**src/rtl/mec_pkg.sv**
```systemverilog
// ============================================================================
// mec_pkg
// Shared widths, types and helpers of the escape-time pixel colorer.
// ============================================================================
`default_nettype none

package mec_pkg;

  localparam int FRAC_BITS = 28;
  localparam int W         = 8 + FRAC_BITS;
  localparam int HALF      = W / 2;
  localparam int PPW       = 2 * (HALF + 1);
  localparam int PW        = 2 * W;
  localparam int SQW       = PW - FRAC_BITS;
  localparam int XYW       = SQW + 1;
  localparam int SW        = XYW + 3;

  localparam int MAX_DIM  = 4096;
  localparam int DIM_BITS = $clog2(MAX_DIM);
  localparam int COORD_W  = 12;
  localparam int STEP_W   = 29;
  localparam int ITER_W   = 16;
  localparam int COLOR_W  = 8;
  localparam int CPROD_W  = DIM_BITS + STEP_W;

  localparam int CFG_IDX_W  = 3;
  localparam int CFG_DATA_W = W;

  localparam logic [CFG_IDX_W-1:0] CFG_MAX_ITER    = 3'd0;
  localparam logic [CFG_IDX_W-1:0] CFG_REAL_ORIGIN = 3'd1;
  localparam logic [CFG_IDX_W-1:0] CFG_IMAG_ORIGIN = 3'd2;
  localparam logic [CFG_IDX_W-1:0] CFG_REAL_STEP   = 3'd3;
  localparam logic [CFG_IDX_W-1:0] CFG_IMAG_STEP   = 3'd4;

  localparam logic [ITER_W-1:0]        RST_MAX_ITER    = 16'd255;
  localparam logic signed [W-1:0]      RST_REAL_ORIGIN = -36'sd536870912;
  localparam logic signed [W-1:0]      RST_IMAG_ORIGIN = -36'sd402653184;
  localparam logic [STEP_W-1:0]        RST_REAL_STEP   = 29'd786432;
  localparam logic [STEP_W-1:0]        RST_IMAG_STEP   = 29'd786432;

  // power of two
  localparam int QDEPTH = 2;
  localparam int QAW    = $clog2(QDEPTH);

  typedef struct packed {
    logic [COORD_W-1:0]  column;
    logic [COORD_W-1:0]  row;
    logic signed [W-1:0] cx;
    logic signed [W-1:0] cy;
  } mec_item_t;

  typedef struct packed {
    logic [ITER_W-1:0]   max_iterations;
    logic signed [W-1:0] real_origin;
    logic signed [W-1:0] imag_origin;
    logic [STEP_W-1:0]   real_step;
    logic [STEP_W-1:0]   imag_step;
  } mec_cfg_t;

  function automatic logic signed [W-1:0] sat_w(input logic signed [SW-1:0] v);
    logic signed [W-1:0] res;
    if ((&v[SW-1:W-1]) || !(|v[SW-1:W-1])) begin
      res = v[W-1:0];
    end else if (v[SW-1]) begin
      res = {1'b1, {(W-1){1'b0}}};
    end else begin
      res = {1'b0, {(W-1){1'b1}}};
    end
    return res;
  endfunction

endpackage

`default_nettype wire

```
**src/rtl/mec_front.sv**
```systemverilog
// ============================================================================
// mec_front
// Accepts pixels, registers index times step and adds the origin to form c.
// ============================================================================
`default_nettype none

module mec_front (
  input  logic                            clk,
  input  logic                            rst_n,
  input  mec_pkg::mec_cfg_t               cfg,
  input  logic                            in_valid,
  output logic                            in_stall,
  input  logic [mec_pkg::COORD_W-1:0]     in_column,
  input  logic [mec_pkg::COORD_W-1:0]     in_row,
  output logic                            push_valid,
  input  logic                            push_ready,
  output mec_pkg::mec_item_t              push_item
);
  import mec_pkg::*;

  logic                s1_valid_r, s1_valid_nxt;
  logic [COORD_W-1:0]  s1_col_r, s1_row_r;
  logic [CPROD_W-1:0]  s1_rprod_r, s1_iprod_r;
  logic                in_take;

  assign in_stall   = s1_valid_r && !push_ready;
  assign in_take    = in_valid && !in_stall;
  assign push_valid = s1_valid_r;

  always_comb begin
    s1_valid_nxt = in_take || (s1_valid_r && !push_ready);
  end

  always_ff @(posedge clk) begin
    if (!rst_n) begin
      s1_valid_r <= 1'b0;
    end else begin
      s1_valid_r <= s1_valid_nxt;
    end
  end

  always_ff @(posedge clk) begin
    if (in_take) begin
      s1_col_r   <= in_column;
      s1_row_r   <= in_row;
      s1_rprod_r <= CPROD_W'(in_column[DIM_BITS-1:0]) * CPROD_W'(cfg.real_step);
      s1_iprod_r <= CPROD_W'(in_row[DIM_BITS-1:0]) * CPROD_W'(cfg.imag_step);
    end
  end

  always_comb begin
    push_item.column = s1_col_r;
    push_item.row    = s1_row_r;
    push_item.cx     = sat_w(SW'(cfg.real_origin) + SW'($signed({1'b0, s1_rprod_r})));
    push_item.cy     = sat_w(SW'(cfg.imag_origin) + SW'($signed({1'b0, s1_iprod_r})));
  end

endmodule

`default_nettype wire

```
**config.mk**
```make
export PLATFORM = sky130hd
export DESIGN_NAME = mec_front
export DESIGN_NICKNAME = d
export VERILOG_FILES = /design/src/rtl/mec_pkg.sv /design/src/rtl/mec_front.sv
export SDC_FILE = /design/constraint.sdc
export NUM_CORES = 2
export LEC_CHECK = 0
export BUFFER_PORTS_ARGS = -buffer_cell sky130_fd_sc_hd__buf_2
export CAP_MARGIN = 20
export CORE_MARGIN = 1
export CORE_UTILIZATION = 55
export CTS_CLUSTER_DIAMETER = 200
export DETAILED_ROUTE_END_ITERATION = 7
export GPL_ROUTABILITY_DRIVEN = 0
export PLACE_DENSITY = 0.78
export SLEW_MARGIN = 20
export SYNTH_ARGS = -nofsm -noshare
export SYNTH_HDL_FRONTEND = slang
export SYNTH_SLANG_ARGS = --single-unit
```
**constraint.sdc**
```tcl
create_clock -name clk -period 5.9 [get_ports clk]
set_input_delay 0.295 -clock clk [delete_from_list [all_inputs] [get_ports clk]]
set_output_delay 0.295 -clock clk [all_outputs]
set_load 0.005 [all_outputs]
```
## Word level (Yosys, flattened, before mapping)

Cells that the tools add are included.
Widths: inputs -> output; s select.

- Memory bits (writable): 0
- Register bits: 107
- Memories: 0
- Latch bits: 0
- Word-level logic and storage cells: 26
- ROM bits: 0
- Output and inout port bits: 98

- $add $sub $neg: 2
- Div/mod/pow operators: 0
- Order comparisons: 0
- Reduce and logical (&&, ||, !) cells: 13
- Shift-type cells: 0
- Mux-type cells: 4
- Bitwise gates (word level): 0
- Equality and inequality tests: 0
- $mul: 2

Operators by type and width:

| operator | count |
|---|---|
| $mux 36 | 4 |
| $add 36x42->43 | 2 |
| $mul 12x29->41 | 2 |
| $reduce_and 13->1 | 2 |
| $reduce_or 13->1 | 2 |
| $logic_not 1->1 | 4 |
| $logic_or 1x1->1 | 3 |
| $logic_and 1x1->1 | 2 |

## Longest topological paths before layout

- Word-level depth: 5
- Gate-level depth with buffers: 25
- Depth with buffers taken out: 23

## Least setup slack after synthesis

OpenSTA, ideal clock, no wires.

- Path kind: input-to-reg
- From: input in_column[4] (netlist name)
- To: register s1_rprod_r[40], data pin
- Arrival time: 5.886 ns
- Library setup time: 0.259 ns
- Stages on the path: 23
- Path slack: -0.245 ns
- Buffers on the path: 2
- Required time: 5.641 ns
- Cell sequence: clkbuf_1 clkbuf_1 nand2_1 fa_1 inv_1 fa_1 fa_1 fa_1 inv_1 fa_1 inv_1 ha_1 a21o_1 a21o_1 a211o_1 a21oi_1 o22ai_1 o41ai_2 o211ai_1 nor4_1 o41a_1 o21ai_1 xnor2_1

- Cells in the longest elaborated chain, start to end: 1

Ends and longest elaborated chain:

| element | line | source |
|---|---|---|
| start: declaration | mec_front.sv:13 | `input logic [mec_pkg::COORD_W-1:0] in_column,` |
| $mul 12x29->41 | mec_front.sv:46 | `s1_rprod_r <= CPROD_W'(in_column[DIM_BITS-1:0]) * CPROD_W'(cfg.real_step);` |
| end signal: assignment | mec_front.sv:46 |  |
| end: declaration | mec_front.sv:23 | `logic [CPROD_W-1:0] s1_rprod_r, s1_iprod_r;` |

No other way between the ends.
A chain may end at the register's enable or synchronous reset.

## Worst setup path in the final report

- From: input in_column[6] (netlist name)
- To: register s1_rprod_r[39], data pin

Same word-level chain as after synthesis.

==> impl_metrics.py <==
metrics = {
    "yosys": {
        "syn_area_per_cell_sq_um": 8.72,
        "yosysWarnings": 0,
        "synthTopCellsByArea": "fa_1 (36%), edfxtp_1 (11%), ha_1 (10%)",
        "yosys_register_bits": 107,
        "synth_edf_count": 106,
        "yosys.area.top_type": "fa_1",
        "syn_nets": 4377,
        "seq_area_frac_synth_pct": 10.7,
        "synth_ff_type": "edfxtp_1",
        "syn_inst": 3419,
        "async_reset_ff_share_pct": 0,
        "syn_area_sq_um": 29800,
        "synth_top_cell_area_share_pct": 36.4,
        "yosys.cell_types.count": 86,
    },
    "layout": {
        "layout_common_cells": "inv_1 (661), nand2_1 (583), fa_1 (542), buf_2 (254), ha_1 (241)",
        "layout-drive-gt1-share_pct": 13.4,
        "post-route-util_pct": 61.7,
        "areaGrowthSynthToFinish_pct": 9.92,
        "fill_cells": 4423,
        "nNetsFinal": 4638,
        "final_common_cell": "inv_1",
    },
    "routing": {
        "first_pass_iters": 6,
        "ant_nets": 0,
        "via_per_inst": 5.50,
        "drtIter0Drc": 1913,
        "drc_errors": 0,
        "drt_wl_total_microns": 75000,
        "wl_per_cell_microns": 17.1,
        "vias": 24100,
    },
    "worst_hold_path": {
        "hold_end": "push_valid",
        "whs_path_depth": 2,
        "min_path_type": "input pin to register",
        "min_from": "rst_n",
    },
    "sta": {
        "min_period_over_period_pct": 96.2,
        "finalSetupTns_ns": 0,
        "hold_viol_final": 0,
        "setup_viol": 0,
        "drv_slew": 0,
        "slew_headroom_pct": 46.4,
        "max_freq_mhz": 176,
        "skew_ns": 0.0159,
        "worst_slew_pin_slew_ns": 0.804,
        "fin_crit_ns": 5.67,
        "rsz0062_at_grt": "no",
    },
    "global_routing": {
        "grt_use_total_pct": 27.8,
        "grt_pass1_wl_microns": 124000,
        "grt_max_degree": 58,
        "antenna_found_initial": 12,
        "grt_pass1_vias": 24200,
        "overflow": 0,
    },
    "placement": {
        "portBuffers": 255,
        "dp_hpwl_microns": 63500,
    },
    "pwr": {
        "p_clk_share_pct": 3.1,
        "fin_total_pwr_mw": 20.9,
        "p_per_area_nw_per_um2": 639,
        "switchingPower_mw": 10.6,
        "leakagePower_nw": 16.6,
        "p_sw_share_pct": 50.9,
        "power_frac_seq_pct": 9.4,
        "p_comb_share_pct": 87.4,
        "vdd_ir_drop_max_mv": 0.528,
        "p_int_mw": 10.3,
    },
    "setup_path": {
        "ff2ff_path_depth": 4,
        "critPathRequiredTime_ns": 6.03,
        "critical_path_buf_inv_count": 6,
        "cp_max_fo": 15,
        "slowest_stage": "fa_1",
        "cp.arrival_ns": 5.81,
        "critPathCaptureType": "register",
        "max_stage_delay_ns": 0.55,
        "crit_family": "adder cells",
        "critical_path.most_common_cell": "fa_1",
        "r2r_setup_slack_ns": 3.50,
        "critical_path_class": "input pin to register",
        "r2r_end": "s1_rprod_r[15]",
        "critPathLaunchType": "input pin",
        "path_cells": "buf_2, buf_4, buf_4, nand2_1, fa_1, inv_1, fa_1, fa_1, fa_1, inv_1, fa_1, inv_1, ha_1, a211oi_1, o2111ai_1, a31oi_1, a21oi_1, a221oi_2, o21a_1, o21ai_0, a21oi_1, xnor2_1",
        "timing.rr.start": "push_valid",
    },
    "clock_network": {
        "clk_pin_slew_worst_paths_ns": 0.09,
        "cts.path.max_buffers": 2,
        "postCtsHoldBufs": 0,
        "cts_tree": "built",
        "cts_setup_buffers": 0,
        "ctsResizeCount": 0,
        "htreeDepth": 3,
        "numClockSinks": 107,
        "numCtsBuffers": 9,
        "insertion_delay_ns": 0.39,
        "root_buffer": "clkbuf_16",
    },
    "outcome": {
        "status": "finished, final reports clean",
    },
    "floorplanning": {
        "fp-row-count": 84,
        "initial_utilization_pct": 56.2,
        "fp.dieW_microns": 235,
        "pin_count": 272,
        "die_area_sq_um": 55100,
        "fp.dieH_microns": 235,
        "core_region_area_sq_um": 53100,
    },
    "run": {
        "maxCapViolations": 0,
    },
}
[metrics by stage]
step                      hold slack (ns)  setup slack (ns)  cell area [sq um]  std cells
after global placement              0.496           -0.0828              32400       4357
after detailed placement            0.513            -0.174              32400       4357
after global routing                0.115           0.00452              32800       4379
after floorplan                     0.394            0.0123              29900       3419
final                               0.109             0.226              32800       4380
after CTS                          0.0956             0.211              32700       4373
[registers in the layout, summed over array words and instances, names as in the netlist]
| register | flops |
|---|---|
| push_valid | 1 |
| s1_col_r | 12 |
| s1_iprod_r | 41 |
| s1_row_r | 12 |
| s1_rprod_r | 41 |
[kinds of logic after synthesis]
group	share of synthesized area, %
fa+ha+maj	46.6
xor+xnor	4.00
simple gates	16.1
buf+inv	10.6
compound gates	11.9
flops	10.7
mux	0.105
[synthesized netlist by cell type, types with 5 or more instances]
| cell type | instances |
|---|---|
| nor3_1 | 22 |
| fa_1 | 542 |
| nand3_1 | 28 |
| a31oi_1 | 16 |
| xnor2_1 | 89 |
| o21ai_0 | 94 |
| ha_1 | 242 |
| o21ai_1 | 32 |
| clkbuf_1 | 147 |
| xor2_1 | 47 |
| a221oi_1 | 5 |
| and3_1 | 17 |
| o21a_1 | 19 |
| or3_1 | 10 |
| nand2_1 | 583 |
| nor2_1 | 83 |
| a21oi_1 | 152 |
| nand2b_1 | 17 |
| o21bai_1 | 22 |
| a21o_1 | 65 |
| and2_1 | 212 |
| a211oi_1 | 17 |
| nor2b_1 | 20 |
| nand4_1 | 14 |
| o31ai_1 | 6 |
| edfxtp_1 | 106 |
| o21ai_2 | 31 |
| inv_1 | 661 |
| o211ai_1 | 17 |
[metal layers]
layer	track usage (%)	up-vias	share of wire, %
met5	0	-	0.095
met3	5.60	91	8.8
met1	41.1	11700	45
met2	42.2	1025	44
met4	6.40	12	1.7
li1	-	11200	-
[worst max-delay path by stage]
| stage | from | end | slack [ns] | cells after the start |
|---|---|---|---|---|
| 2_1_floorplan | in_column[6] | s1_rprod_r[40] | 0.01 | 23 |
| 3_3_place_gp | in_column[3] | s1_rprod_r[40] | -0.08 | 23 |
| 3_5_place_dp | in_column[6] | s1_rprod_r[39] | -0.17 | 22 |
| 4_1_cts | in_column[6] | s1_rprod_r[39] | 0.21 | 22 |
| 5_1_grt | in_column[6] | s1_rprod_r[39] | 0.005 | 22 |
| 6_report | in_column[6] | s1_rprod_r[39] | 0.23 | 22 |
[worst register-to-register path: cells and delay by family, from the launching register on]
kind                   cells  cell delay (ns)
buffers and inverters      2             1.38
and+or+nand+nor            2             0.29
DFF                        1             0.32
[power groups by stage]
stage	logic, mW	registers (mW)	clock network (mW)
floorplan	12.6	1.93	0
global route	20.4	2.00	0.681
CTS	18.1	1.97	0.654
finish	18.3	1.98	0.651
detailed placement	18.0	1.99	0
global placement	17.6	1.98	0
[final cells by class]
cell class,count,area [sq um],area share [%]
inverter,661,2480,7.57
tap,688,861,2.63
sequential,107,3200,9.78
antenna,7,17.5,0.0535
multi-input combinational,2492,23500,71.7
clock buffer,10,239,0.729
timing repair buffer,409,2430,7.43
clock inverter,6,45.0,0.137
Power figures use the tool's default switching activity.
