--- src/rtl/mec_pkg.sv ---
// ============================================================================
// mec_pkg
// Shared widths, types and helpers of the escape-time pixel colorer.
// ============================================================================
`default_nettype none

package mec_pkg;

  localparam int FRAC_BITS = 28;
  localparam int W         = 8 + FRAC_BITS;
  localparam int HALF      = W / 2;
  localparam int PPW       = 2 * (HALF + 1);
  localparam int PW        = 2 * W;
  localparam int SQW       = PW - FRAC_BITS;
  localparam int XYW       = SQW + 1;
  localparam int SW        = XYW + 3;

  localparam int MAX_DIM  = 4096;
  localparam int DIM_BITS = $clog2(MAX_DIM);
  localparam int COORD_W  = 12;
  localparam int STEP_W   = 29;
  localparam int ITER_W   = 16;
  localparam int COLOR_W  = 8;
  localparam int CPROD_W  = DIM_BITS + STEP_W;

  localparam int CFG_IDX_W  = 3;
  localparam int CFG_DATA_W = W;

  localparam logic [CFG_IDX_W-1:0] CFG_MAX_ITER    = 3'd0;
  localparam logic [CFG_IDX_W-1:0] CFG_REAL_ORIGIN = 3'd1;
  localparam logic [CFG_IDX_W-1:0] CFG_IMAG_ORIGIN = 3'd2;
  localparam logic [CFG_IDX_W-1:0] CFG_REAL_STEP   = 3'd3;
  localparam logic [CFG_IDX_W-1:0] CFG_IMAG_STEP   = 3'd4;

  localparam logic [ITER_W-1:0]        RST_MAX_ITER    = 16'd255;
  localparam logic signed [W-1:0]      RST_REAL_ORIGIN = -36'sd536870912;
  localparam logic signed [W-1:0]      RST_IMAG_ORIGIN = -36'sd402653184;
  localparam logic [STEP_W-1:0]        RST_REAL_STEP   = 29'd786432;
  localparam logic [STEP_W-1:0]        RST_IMAG_STEP   = 29'd786432;

  // power of two
  localparam int QDEPTH = 2;
  localparam int QAW    = $clog2(QDEPTH);

  typedef struct packed {
    logic [COORD_W-1:0]  column;
    logic [COORD_W-1:0]  row;
    logic signed [W-1:0] cx;
    logic signed [W-1:0] cy;
  } mec_item_t;

  typedef struct packed {
    logic [ITER_W-1:0]   max_iterations;
    logic signed [W-1:0] real_origin;
    logic signed [W-1:0] imag_origin;
    logic [STEP_W-1:0]   real_step;
    logic [STEP_W-1:0]   imag_step;
  } mec_cfg_t;

  function automatic logic signed [W-1:0] sat_w(input logic signed [SW-1:0] v);
    logic signed [W-1:0] res;
    if ((&v[SW-1:W-1]) || !(|v[SW-1:W-1])) begin
      res = v[W-1:0];
    end else if (v[SW-1]) begin
      res = {1'b1, {(W-1){1'b0}}};
    end else begin
      res = {1'b0, {(W-1){1'b1}}};
    end
    return res;
  endfunction

endpackage

`default_nettype wire

--- src/rtl/mec_queue.sv ---
// ============================================================================
// mec_queue
// Short FIFO of prepared pixels between the front and the iteration core.
// ============================================================================
`default_nettype none

module mec_queue (
  input  logic                 clk,
  input  logic                 rst_n,
  input  logic                 push_valid,
  output logic                 push_ready,
  input  mec_pkg::mec_item_t   push_item,
  output logic                 pop_valid,
  input  logic                 pop_ready,
  output mec_pkg::mec_item_t   pop_item
);
  import mec_pkg::*;

  mec_item_t        mem_r [QDEPTH];
  logic [QAW-1:0]   wr_ptr_r, rd_ptr_r;
  logic [QAW:0]     cnt_r, cnt_nxt;
  logic             push, pop;

  assign push_ready = (cnt_r != (QAW+1)'(QDEPTH));
  assign pop_valid  = (cnt_r != '0);
  assign pop_item   = mem_r[rd_ptr_r];
  assign push       = push_valid && push_ready;
  assign pop        = pop_valid && pop_ready;

  always_comb begin
    case ({push, pop})
      2'b10:   cnt_nxt = cnt_r + 1'b1;
      2'b01:   cnt_nxt = cnt_r - 1'b1;
      default: cnt_nxt = cnt_r;
    endcase
  end

  always_ff @(posedge clk) begin
    if (!rst_n) begin
      wr_ptr_r <= '0;
      rd_ptr_r <= '0;
      cnt_r    <= '0;
    end else begin
      cnt_r <= cnt_nxt;
      if (push) begin
        wr_ptr_r <= wr_ptr_r + 1'b1;
      end
      if (pop) begin
        rd_ptr_r <= rd_ptr_r + 1'b1;
      end
    end
  end

  always_ff @(posedge clk) begin
    if (push) begin
      mem_r[wr_ptr_r] <= push_item;
    end
  end

endmodule

`default_nettype wire

--- config.mk ---
export PLATFORM = sky130hd
export DESIGN_NAME = mec_queue
export DESIGN_NICKNAME = d
export VERILOG_FILES = /design/src/rtl/mec_pkg.sv /design/src/rtl/mec_queue.sv
export SDC_FILE = /design/constraint.sdc
export NUM_CORES = 1
export LEC_CHECK = 0
export ABC_AREA = 1
export CAP_MARGIN = 20
export CORE_AREA = 4 4 133 135
export DETAILED_ROUTE_END_ITERATION = 7
export DIE_AREA = 0 0 137 139
export DONT_BUFFER_PORTS = 1
export PLACE_DENSITY = 0.71
export SYNTH_ARGS = -nofsm -noshare
export SYNTH_HDL_FRONTEND = slang
export SYNTH_SLANG_ARGS = --single-unit
--- constraint.sdc ---
create_clock -name clk -period 12.2 [get_ports clk]
set_clock_uncertainty 0.1 [all_clocks]
set_input_delay 2.44 -clock clk [delete_from_list [all_inputs] [get_ports clk]]
set_output_delay 2.44 -clock clk [all_outputs]
set_load 0.005 [all_outputs]
[Word level (Yosys, flattened, before mapping)]
Memory sizes are Yosys's and may differ from the RTL's. A register that Yosys moved wholly into a read port is not among the register bits.
Index checks and enable logic that the tools add are counted.
Storage, ports and cells
  bits in writable memories: 192
  output and inout port bits: 98
  memories: 1
  register bits after elaboration: 4
  input bits: 100
Operators by class
  mux-type cells: 5
  add/subtract/negate cells: 4
  reduce and logical (&&, ||, !) cells: 4
  eq/ne operators: 3
Memories
  mem_r: depth 2, width 96, read ports 1, clocked after memory_dff 1, wr ports 1, line mec_queue.sv:19  | mec_item_t mem_r [QDEPTH];
Operators with widths (count)
  $mux 1: 4
  $pmux 2 s2: 1
  $reduce_bool 2->1: 2
  $add 1x1->1 const B: 2
  $add 2x1->2 const B: 1
  $eq 2x1->1 const B: 1
  $eq 2x2->1 const B: 1
  $logic_and 1x1->1: 2
  $ne 2x2->1 const B: 1
  $sub 2x1->2 const B: 1

[Depth between registers and ports, before layout]
Gate-level depths: netlist (run 1).
  word-level depth: 4
  mapped depth: 9

[Worst setup path after synthesis (run 1)]
Ideal clock, no wire load.
  path type: input to register
  from: input push_valid
  to: memory mem_r[1][0] in the netlist's numbering, enable pin
  arrival time: 6.567 ns
  setup time: 0.553 ns
  slack: 4.980 ns
  stages: 2
  cells stage by stage: nand2_1 -> nor2_1
Between the ends
  cells in the longest elaborated chain, start to end: 3
Ends and longest elaborated chain
  from (decl): line mec_queue.sv:10  | input logic push_valid,
  $logic_and 1x1->1: line mec_queue.sv:27  | assign push = push_valid && push_ready;
  $mux 1: line mec_queue.sv:55  | if (push) begin
  $mux 1 (not written as such): line mec_queue.sv:56  | mem_r[wr_ptr_r] <= push_item;
  to (decl): line mec_queue.sv:19
No other way between the ends.

==> metrics, run 1 <==
dominant synthesized flop cell=edfxtp_1; busiest layer in global routing=met2; most frequent cell after synthesis=edfxtp_1; Root Driver=clkbuf_16; CTS tree=done; hold crit path type=reg -> reg; crit-path cells=buf_4 -> mux2_2; Max FO, Critical Path=53; Leak=2.73 nW; Finish-stage setup viols=0; CP startpoint kind=flip-flop; post-layout total power=1.64 mW; postcts setup bufs=0; largest cells by area after synthesis=edfxtp_1 (78%), mux2_2 (8.6%), mux2_4 (8.2%); Starting DRT DRC Count=192; Synth top cells by count=edfxtp_1 (192), mux2_2 (56), mux2_4 (40); Slew Viols, Final=0; share of post-route cells with drive strength above 1=36.7%; Async SR Flop Fraction=0%; DRC=0; Yosys top cell area share=78.3%; maxcap violations=0; largest net degree at the start of global routing=54; Synth warnings=0; nets=449; Fill cells=1,322; met3 usage=9.43%; clock buffer depth=2; core area=0.0165 sq mm; Initial Utilization=44.7%; final core occ=49.7%; vias in the first global route=3,226; kind of critical path=reg -> out; number of synthesized flops with an enable pin=192; unrepaired setup endpoints after global routing=false; Crit path required time=9660 ps; Slowest cell on crit path=dfxtp_4; met2 Use GR=21.4%; Worst-Margin Slew=831 ps; CP bufs+invs=1; Layout area overhead=11.0%; DRT Wirelength=12,400 um; Cell variety after synth=17; clock slew at reported path FFs=70 ps; DPL Wire Length=8570 um; synthesized area per cell=22.0 sq um; port buffer count=0; die area=0.0190 sq mm; global-route wire length before repair=18,500 um; Ports=198; Syn Nets=436; Die H=139 um; initial antenna violation count=0; leading area contributor after synthesis=edfxtp_1; crit path DAT=2430 ps; post-route ant nets=0; post_cts resized=0; first-pass detailed-route iteration total=4; Setup crit end kind=output port; Max Freq=201 MHz; hold_buf cts=0; met1 Track Usage GR=13.1%; post-synthesis cell area=0.00736 sq mm; Crit path max-delay family=flip-flops; Max H-tree Level=4; VDD IR-drop max=0.0000956 V; Via-to-Cell Ratio=5.03; Fin Hold WS=428 ps; status=completed; PD cells=201 mW/mm^2; sequential share of the synthesized area=79.7%; max incr delay on CP=760 ps; routability cong.=0.714; Ant. Diodes=0; R2R setup slack=9490 ps; Tcrit/Tclk final=40.7%; WL per Instance=21.4 um; die width=137 um; Final min period=4970 ps; synthesized flop and latch total=197; Post-Synthesis Cells=335; row cnt=47; total CTS buffers=17; Tot GR Track Use=13.1%; CTS Sinks=197; via count=2,919; worst skew pair latency=410 ps; total gr overflow=0; final hold viol count=0; Final TNS setup=0 ps; Slew headroom=44.6%
[kinds of logic after synthesis]
kind of cell / Yosys count / synth area share, %
compound gates: 3 / 0.238
flops: 197 / 79.7
mux: 96 / 16.7
buf+inv: 16 / 2.04
fa+ha+maj: 1 / 0.170
simple gates: 22 / 1.17
[worst paths after layout]
kind,depth (start not counted),from,to
max,2,flip-flop,pop_item[93]
min,2,rd_ptr_r,rd_ptr_r
max reg2reg,6,cnt_r[0],mem_r[1][23]
min reg2reg,2,rd_ptr_r,rd_ptr_r
[layer usage]
metal  up-vias  part of all wire, %
met2       152                   50
li1       1326                    -
met1      1432                   33
met5         -                    0
met3         9                   15
met4         0                  1.3
[per-stage QoR]
step	setup slack, ps	std cells	cell area (sq um)
after floorplan	4980	335	7360
after global placement	7650	549	7560
after detailed placement	7610	549	7560
after CTS	7150	580	8180
after global routing	7080	580	8180
final	7230	580	8180
[sequential cells by signal, summed over array words and instances (netlist names), named ones only]
signal / flops
rd_ptr_r: 1
cnt_r: 2
mem_r: 192
wr_ptr_r: 1
[final cells by class]
| type | count | area [sq um] | share of cell area, % |
|---|---|---|---|
| Clock buffer | 18 | 429 | 5.25 |
| Clock inverter | 13 | 183 | 2.23 |
| Inverter | 5 | 18.8 | 0.230 |
| Multi-Input combinational cell | 122 | 1360 | 16.7 |
| Sequential cell | 197 | 5870 | 71.8 |
| Tap cell | 220 | 275 | 3.37 |
| Timing Repair Buffer | 5 | 37.5 | 0.459 |
[cell usage in the layout, fill, tap and decap left out]
cell / Yosys / routed
dfxtp_4: 0 / 1
inv_1: 5 / 5
nand2_1: 10 / 10
o21a_1: 1 / 1
bufinv_16: 0 / 4
clkbuf_1: 0 / 1
clkinvlp_4: 0 / 1
clkinv_4: 0 / 3
nor2_4: 0 / 2
clkinv_2: 0 / 2
clkbuf_16: 0 / 17
mux2_2: 56 / 56
a21oi_1: 1 / 1
ha_1: 1 / 1
inv_8: 0 / 1
nor2_1: 10 / 8
nand3_1: 1 / 1
buf_4: 0 / 5
edfxtp_1: 192 / 192
o21ai_0: 1 / 1
mux2_4: 40 / 40
dfxtp_1: 5 / 4
clkinv_1: 0 / 2
nand4_1: 1 / 1
[report_power, final]
group | switching [mW] | leakage [nW] | internal [mW]
Sequential | 0.0310 | 1.84 | 0.830
Clock | 0.223 | 0.297 | 0.342
Combinational | 0.113 | 0.599 | 0.101
Total | 0.367 | 2.73 | 1.27
[worst register-to-register path, stage by stage (launching register included)]
cell and delay (ps):
dfxtp_1 370, inv_1 110, nand2_1 130, nand2_1 190
nor2_4 200, buf_4 520, buf_4 690
No activity file was read; power rests on OpenSTA's default activity.
==> run 2: changes to the inputs <==
- clock period: 12.2 -> 4.74 ns (I/O delays scaled with it)
==> run 2 against run 1 <==
Against the previous run: non-clock buffer count grew 1; critical endpoint is now pop_item[83]; worst setup slack got worse by 5700 ps; first-iteration DRC count shrank 35%; final area is 1.1% lower.
==> metrics, run 2 (synthesis gave the netlist of run 1 again) <==
status=completed; initial antenna violation count=0; Ant. Diodes=0; Max FO, Critical Path=54; Layout area overhead=9.86%; nets=450; first-pass detailed-route iteration total=4; via count=2,946; Initial Utilization=44.7%; Cell Area, Placed=0.00757 sq mm; die area=0.0190 sq mm; post-layout total power=4.01 mW; final hold viol count=0; Ports=198; commonest non-fill, non-tap cells in the layout=edfxtp_1 (192), mux2_2 (56), mux2_4 (40); postcts setup bufs=0; worst skew pair latency=410 ps; Largest Register=mem_r; clock slew at reported path FFs=70 ps; total CTS buffers=17; clock buffer depth=2; Worst-Margin Slew=857 ps; share of post-route cells with drive strength above 1=36.7%; Multi-input gate area=0.00136 sq mm; Slew Viols, Final=0; hold crit path type=reg -> reg; total gr overflow=0; max reg flops=192; row cnt=47; crit-path cells=buf_4 -> mux2_2; R2R setup slack=2610 ps; Finish-stage setup viols=0; global-route wire length before repair=17,700 um; Fill cells=1,344; Slew headroom=42.9%; post-route ant nets=0; Leak=2.69 nW; CTS Sinks=197; Reg area=0.00587 sq mm; Tot GR Track Use=12.6%; Root Driver=clkbuf_16; Setup crit end kind=output port; Final min period=3230 ps; Max H-tree Level=4; DPL Wire Length=8310 um; routability cong.=0.679; Via-to-Cell Ratio=5.06; core area=0.0165 sq mm; CP bufs+invs=1; final core occ=49.1%; dpl ws=1880 ps; post_cts resized=0; crit path DAT=2180 ps; largest net degree at the start of global routing=62; CTS tree=done; Slowest cell on crit path=dfxtp_4; DRC=0; port buffer count=0; VDD IR-drop max=0.000261 V; top flop regs=mem_r x192, cnt_r x2; Crit path max-delay family=flip-flops; PD cells=496 mW/mm^2; die width=137 um; unrepaired setup endpoints after global routing=false; hold_buf cts=0; kind of critical path=reg -> out; Die H=139 um; Max Freq=309 MHz; Final WS setup=1510 ps; CP startpoint kind=flip-flop; Starting DRT DRC Count=124; DRT Wirelength=12,100 um; vias in the first global route=3,178; Final Cell Area=0.00809 sq mm; maxcap violations=0; WL per Instance=20.8 um; Tcrit/Tclk final=68.2%; Final TNS setup=0 ps; most common cell after layout, fill and taps aside=edfxtp_1; max incr delay on CP=880 ps; Crit path required time=3690 ps
## run 2: cell count changes in the layout (fill, tap and decap cells not counted), sizes merged
cell and delta:
buf +1, inv +1, clkbuf +2, bufinv -4, clkinvlp +2
## run 2: power by group
| part | switching [mW] | internal, mW |
|---|---|---|
| Combinational | 0.280 | 0.262 |
| Clock | 0.572 | 0.669 |
| Sequential | 0.0892 | 2.14 |
| Total | 0.941 | 3.07 |
## run 2: worst paths after layout
check                      end  cells after the start      start
hold reg to reg      flip-flop                      2   rd_ptr_r
hold / removal       flip-flop                      2   rd_ptr_r
setup reg to reg   mem_r[1][9]                      5   cnt_r[0]
setup / recovery  pop_item[83]                      2  flip-flop
## run 2: worst register-to-register path, cell delays in order (launching register included)
cell,delay [ps]
dfxtp_1,370
inv_1,110
nand2_1,130
nand2_1,190
nor2_4,140
buf_4,630
## run 2: area by class of cell
cell class	instances	share of cell area, %
Timing Repair Buffer	6	0.557
Sequential cell	197	72.6
Clock buffer	20	5.40
Multi-Input combinational cell	122	16.8
Clock inverter	12	1.01
Inverter	5	0.232
Tap cell	220	3.40
## run 2: metal layers
metal	GRT usage, %	vias up	part of all wire (%)
li1	-	1328	-
met1	12.0	1464	33
met2	21.8	141	51
met3	8.78	13	15
met4	3.47	0	1.0
met5	0	-	0
## run 2: through the flow
| step | hold WS, ps | cells |
|---|---|---|
| 2_1_floorplan | 351 | 335 |
| 3_3_place_gp | 371 | 550 |
| 3_5_place_dp | 388 | 550 |
| 4_1_cts | 403 | 582 |
| 5_1_grt | 446 | 582 |
| 6_report | 411 | 582 |
==> run 3: changes to the inputs <==
- ABC_AREA: 1 -> 0
- CORE_AREA: 4 4 133 135 -> 4 4 132 134
- DIE_AREA: 0 0 137 139 -> 0 0 136 138
- PLACE_DENSITY: 0.71 -> 0.73
- clock period: 4.74 -> 2.8 ns (I/O delays scaled with it)
==> run 3 against run 2 <==
Against the previous run: critical path depth stayed put; combinational power grew to 2.5 times the previous value; count of clock-buffer cells in the layout is 1 higher; non-clock buffer count increased by 1; largest cell class unchanged; wire length is 0.56% higher; largest power group unchanged; sequential cell count is the same; cell count is 1.9% lower; total power increased by 84%; critical endpoint is now pop_item[55]; utilization decreased by 0.098 points; clock power grew 74%; area after synthesis shrank 2.7%; worst hold slack lost 270 ps.
==> metrics, run 3 <==
Layout area overhead=11.4%; top flop regs=mem_r x192, cnt_r x2; kind of critical path=reg -> out; DPL Wire Length=8270 um; max incr delay on CP=520 ps; Non-Filler Instances=571; first-pass detailed-route iteration total=4; total CTS buffers=17; Tcrit/Tclk final=85.5%; routability cong.=0.692; Synth top cells by count=edfxtp_1 (192), mux2_2 (96), buf_2 (6); Cell Area, Placed=0.00746 sq mm; nets=439; Crit path required time=2140 ps; Via-to-Cell Ratio=5.09; Synth warnings=0; R2R setup slack=800 ps; DRC=0; synthesized flop and latch total=197; Fill cells=1,359; Syn Nets=424; leading area contributor after synthesis=edfxtp_1; Final Cell Area=0.00799 sq mm; die width=136 um; port buffer count=0; Ant. Diodes=0; Max FO, Critical Path=26; post-layout total power=7.39 mW; PD cells=926 mW/mm^2; dominant synthesized flop cell=edfxtp_1; Starting DRT DRC Count=144; CP startpoint kind=flip-flop; max reg flops=192; number of synthesized flops with an enable pin=192; maxcap violations=0; Setup crit end kind=output port; unrepaired setup endpoints after global routing=false; Final TNS setup=0 ps; VDD IR-drop max=0.000435 V; Root Driver=clkbuf_16; most common cell after layout, fill and taps aside=edfxtp_1; core area=0.0163 sq mm; Max Freq=417 MHz; WL per Instance=21.3 um; Async SR Flop Fraction=0%; global-route wire length before repair=18,600 um; Finish-stage setup viols=0; post-synthesis cell area=0.00717 sq mm; post-route ant nets=0; largest cells by area after synthesis=edfxtp_1 (80%), mux2_2 (15%), dfxtp_1 (1.4%); Largest Register=mem_r; worst skew pair latency=410 ps; Ports=198; clock buffer depth=2; most frequent cell after synthesis=edfxtp_1; Slew headroom=64.7%; Slew Viols, Final=0; Initial Utilization=44.0%; Yosys top cell area share=80.4%; Worst-Margin Slew=529 ps; Leak=2.53 nW; Max H-tree Level=4; initial antenna violation count=0; Die H=138 um; total gr overflow=0; CTS tree=done; Final min period=2400 ps; final hold viol count=0; sequential share of the synthesized area=81.8%; hold_buf cts=0; crit-path cells=buf_4 -> mux2_2; post_cts resized=0; crit path DAT=1740 ps; via count=2,904; Tot GR Track Use=13.2%; row cnt=47; vias in the first global route=3,158; Post-Synthesis Cells=323; share of post-route cells with drive strength above 1=37.3%; Placed Cells=539; die area=0.0188 sq mm; largest net degree at the start of global routing=58; Cell variety after synth=21; CTS Sinks=197; synthesized area per cell=22.2 sq um; DRT Wirelength=12,100 um; clock slew at reported path FFs=60 ps; postcts setup bufs=0; status=completed; hold crit path type=in -> reg; commonest non-fill, non-tap cells in the layout=edfxtp_1 (192), mux2_2 (96), clkbuf_16 (17); Slowest cell on crit path=dfxtp_4
[run 3: cell types whose count changed in the layout (fill, tap and decap cells not counted), moves of 3 or more]
cell / previous run / this run
buf_12: 0 / 3
clkinv_1: 1 / 5
clkinv_2: 4 / 1
inv_1: 5 / 0
mux2_2: 56 / 96
mux2_4: 40 / 0
nand2_1: 10 / 1
nor2_1: 8 / 0
xnor2_1: 0 / 3
[run 3: routing by layer]
layer / routed length, um / part of all wire [%] / track usage (%)
met1: 4230 / 35 / 13.6
met3: 1530 / 13 / 8.18
met2: 6240 / 51 / 22.1
met5: 0 / 0 / 0
met4: 143 / 1.2 / 3.98
[run 3: final cells by class]
type | instances | area (sq um) | area share [%]
inverters | 1 | 7.51 | 0.0940
repair buffers | 7 | 90.1 | 1.13
clock inverters | 11 | 86.3 | 1.08
flip-flops and latches | 197 | 5870 | 73.5
multi-input cells | 114 | 1220 | 15.2
clock buffers | 21 | 440 | 5.51
well taps | 220 | 275 | 3.45
[run 3: cells by family (layout without fill, tap and decap cells)]
logic type	count (synthesis)	after routing	share of synthesized area [%]
DFF	197	197	81.8
muxes	96	96	15.1
buffers and inverters	12	40	1.26
and+or+nand+nor	9	9	0.768
AOI/OAI and AO/OA	5	5	0.524
xor gates and xnor gates	3	3	0.367
adders and majority gates	1	1	0.175
[run 3: final timing paths]
path,start,to,cells past startpoint
max,flip-flop,pop_item[55],2
min,push_item[86],mem_r[0][86],0
max reg2reg,cnt_r[0],mem_r[1][29],3
min reg2reg,cnt_r[1],cnt_r[1],2
[run 3: critical path, delay by kind of cell (launching register included)]
| kind | cells | cell delay, ps |
|---|---|---|
| buffers and inverters | 1 | 370 |
| muxes | 1 | 410 |
| DFF | 1 | 520 |
[run 3: report_power, final]
group	internal [mW]	switching, mW	total [mW]
logic	0.635	0.732	1.37
registers	3.72	0.141	3.86
clock network	1.21	0.951	2.16
total	5.57	1.82	7.39
[run 3: through the flow]
| stage | utilization (%) | setup WS (ps) | hold WS [ps] |
|---|---|---|---|
| after floorplan | - | 194 | 379 |
| after global placement | 45.8 | 816 | 389 |
| after detailed placement | 45.8 | 766 | 408 |
| after CTS | 49.0 | 347 | 109 |
| after global routing | 49.0 | 292 | 102 |
| final | 49.0 | 405 | 137 |
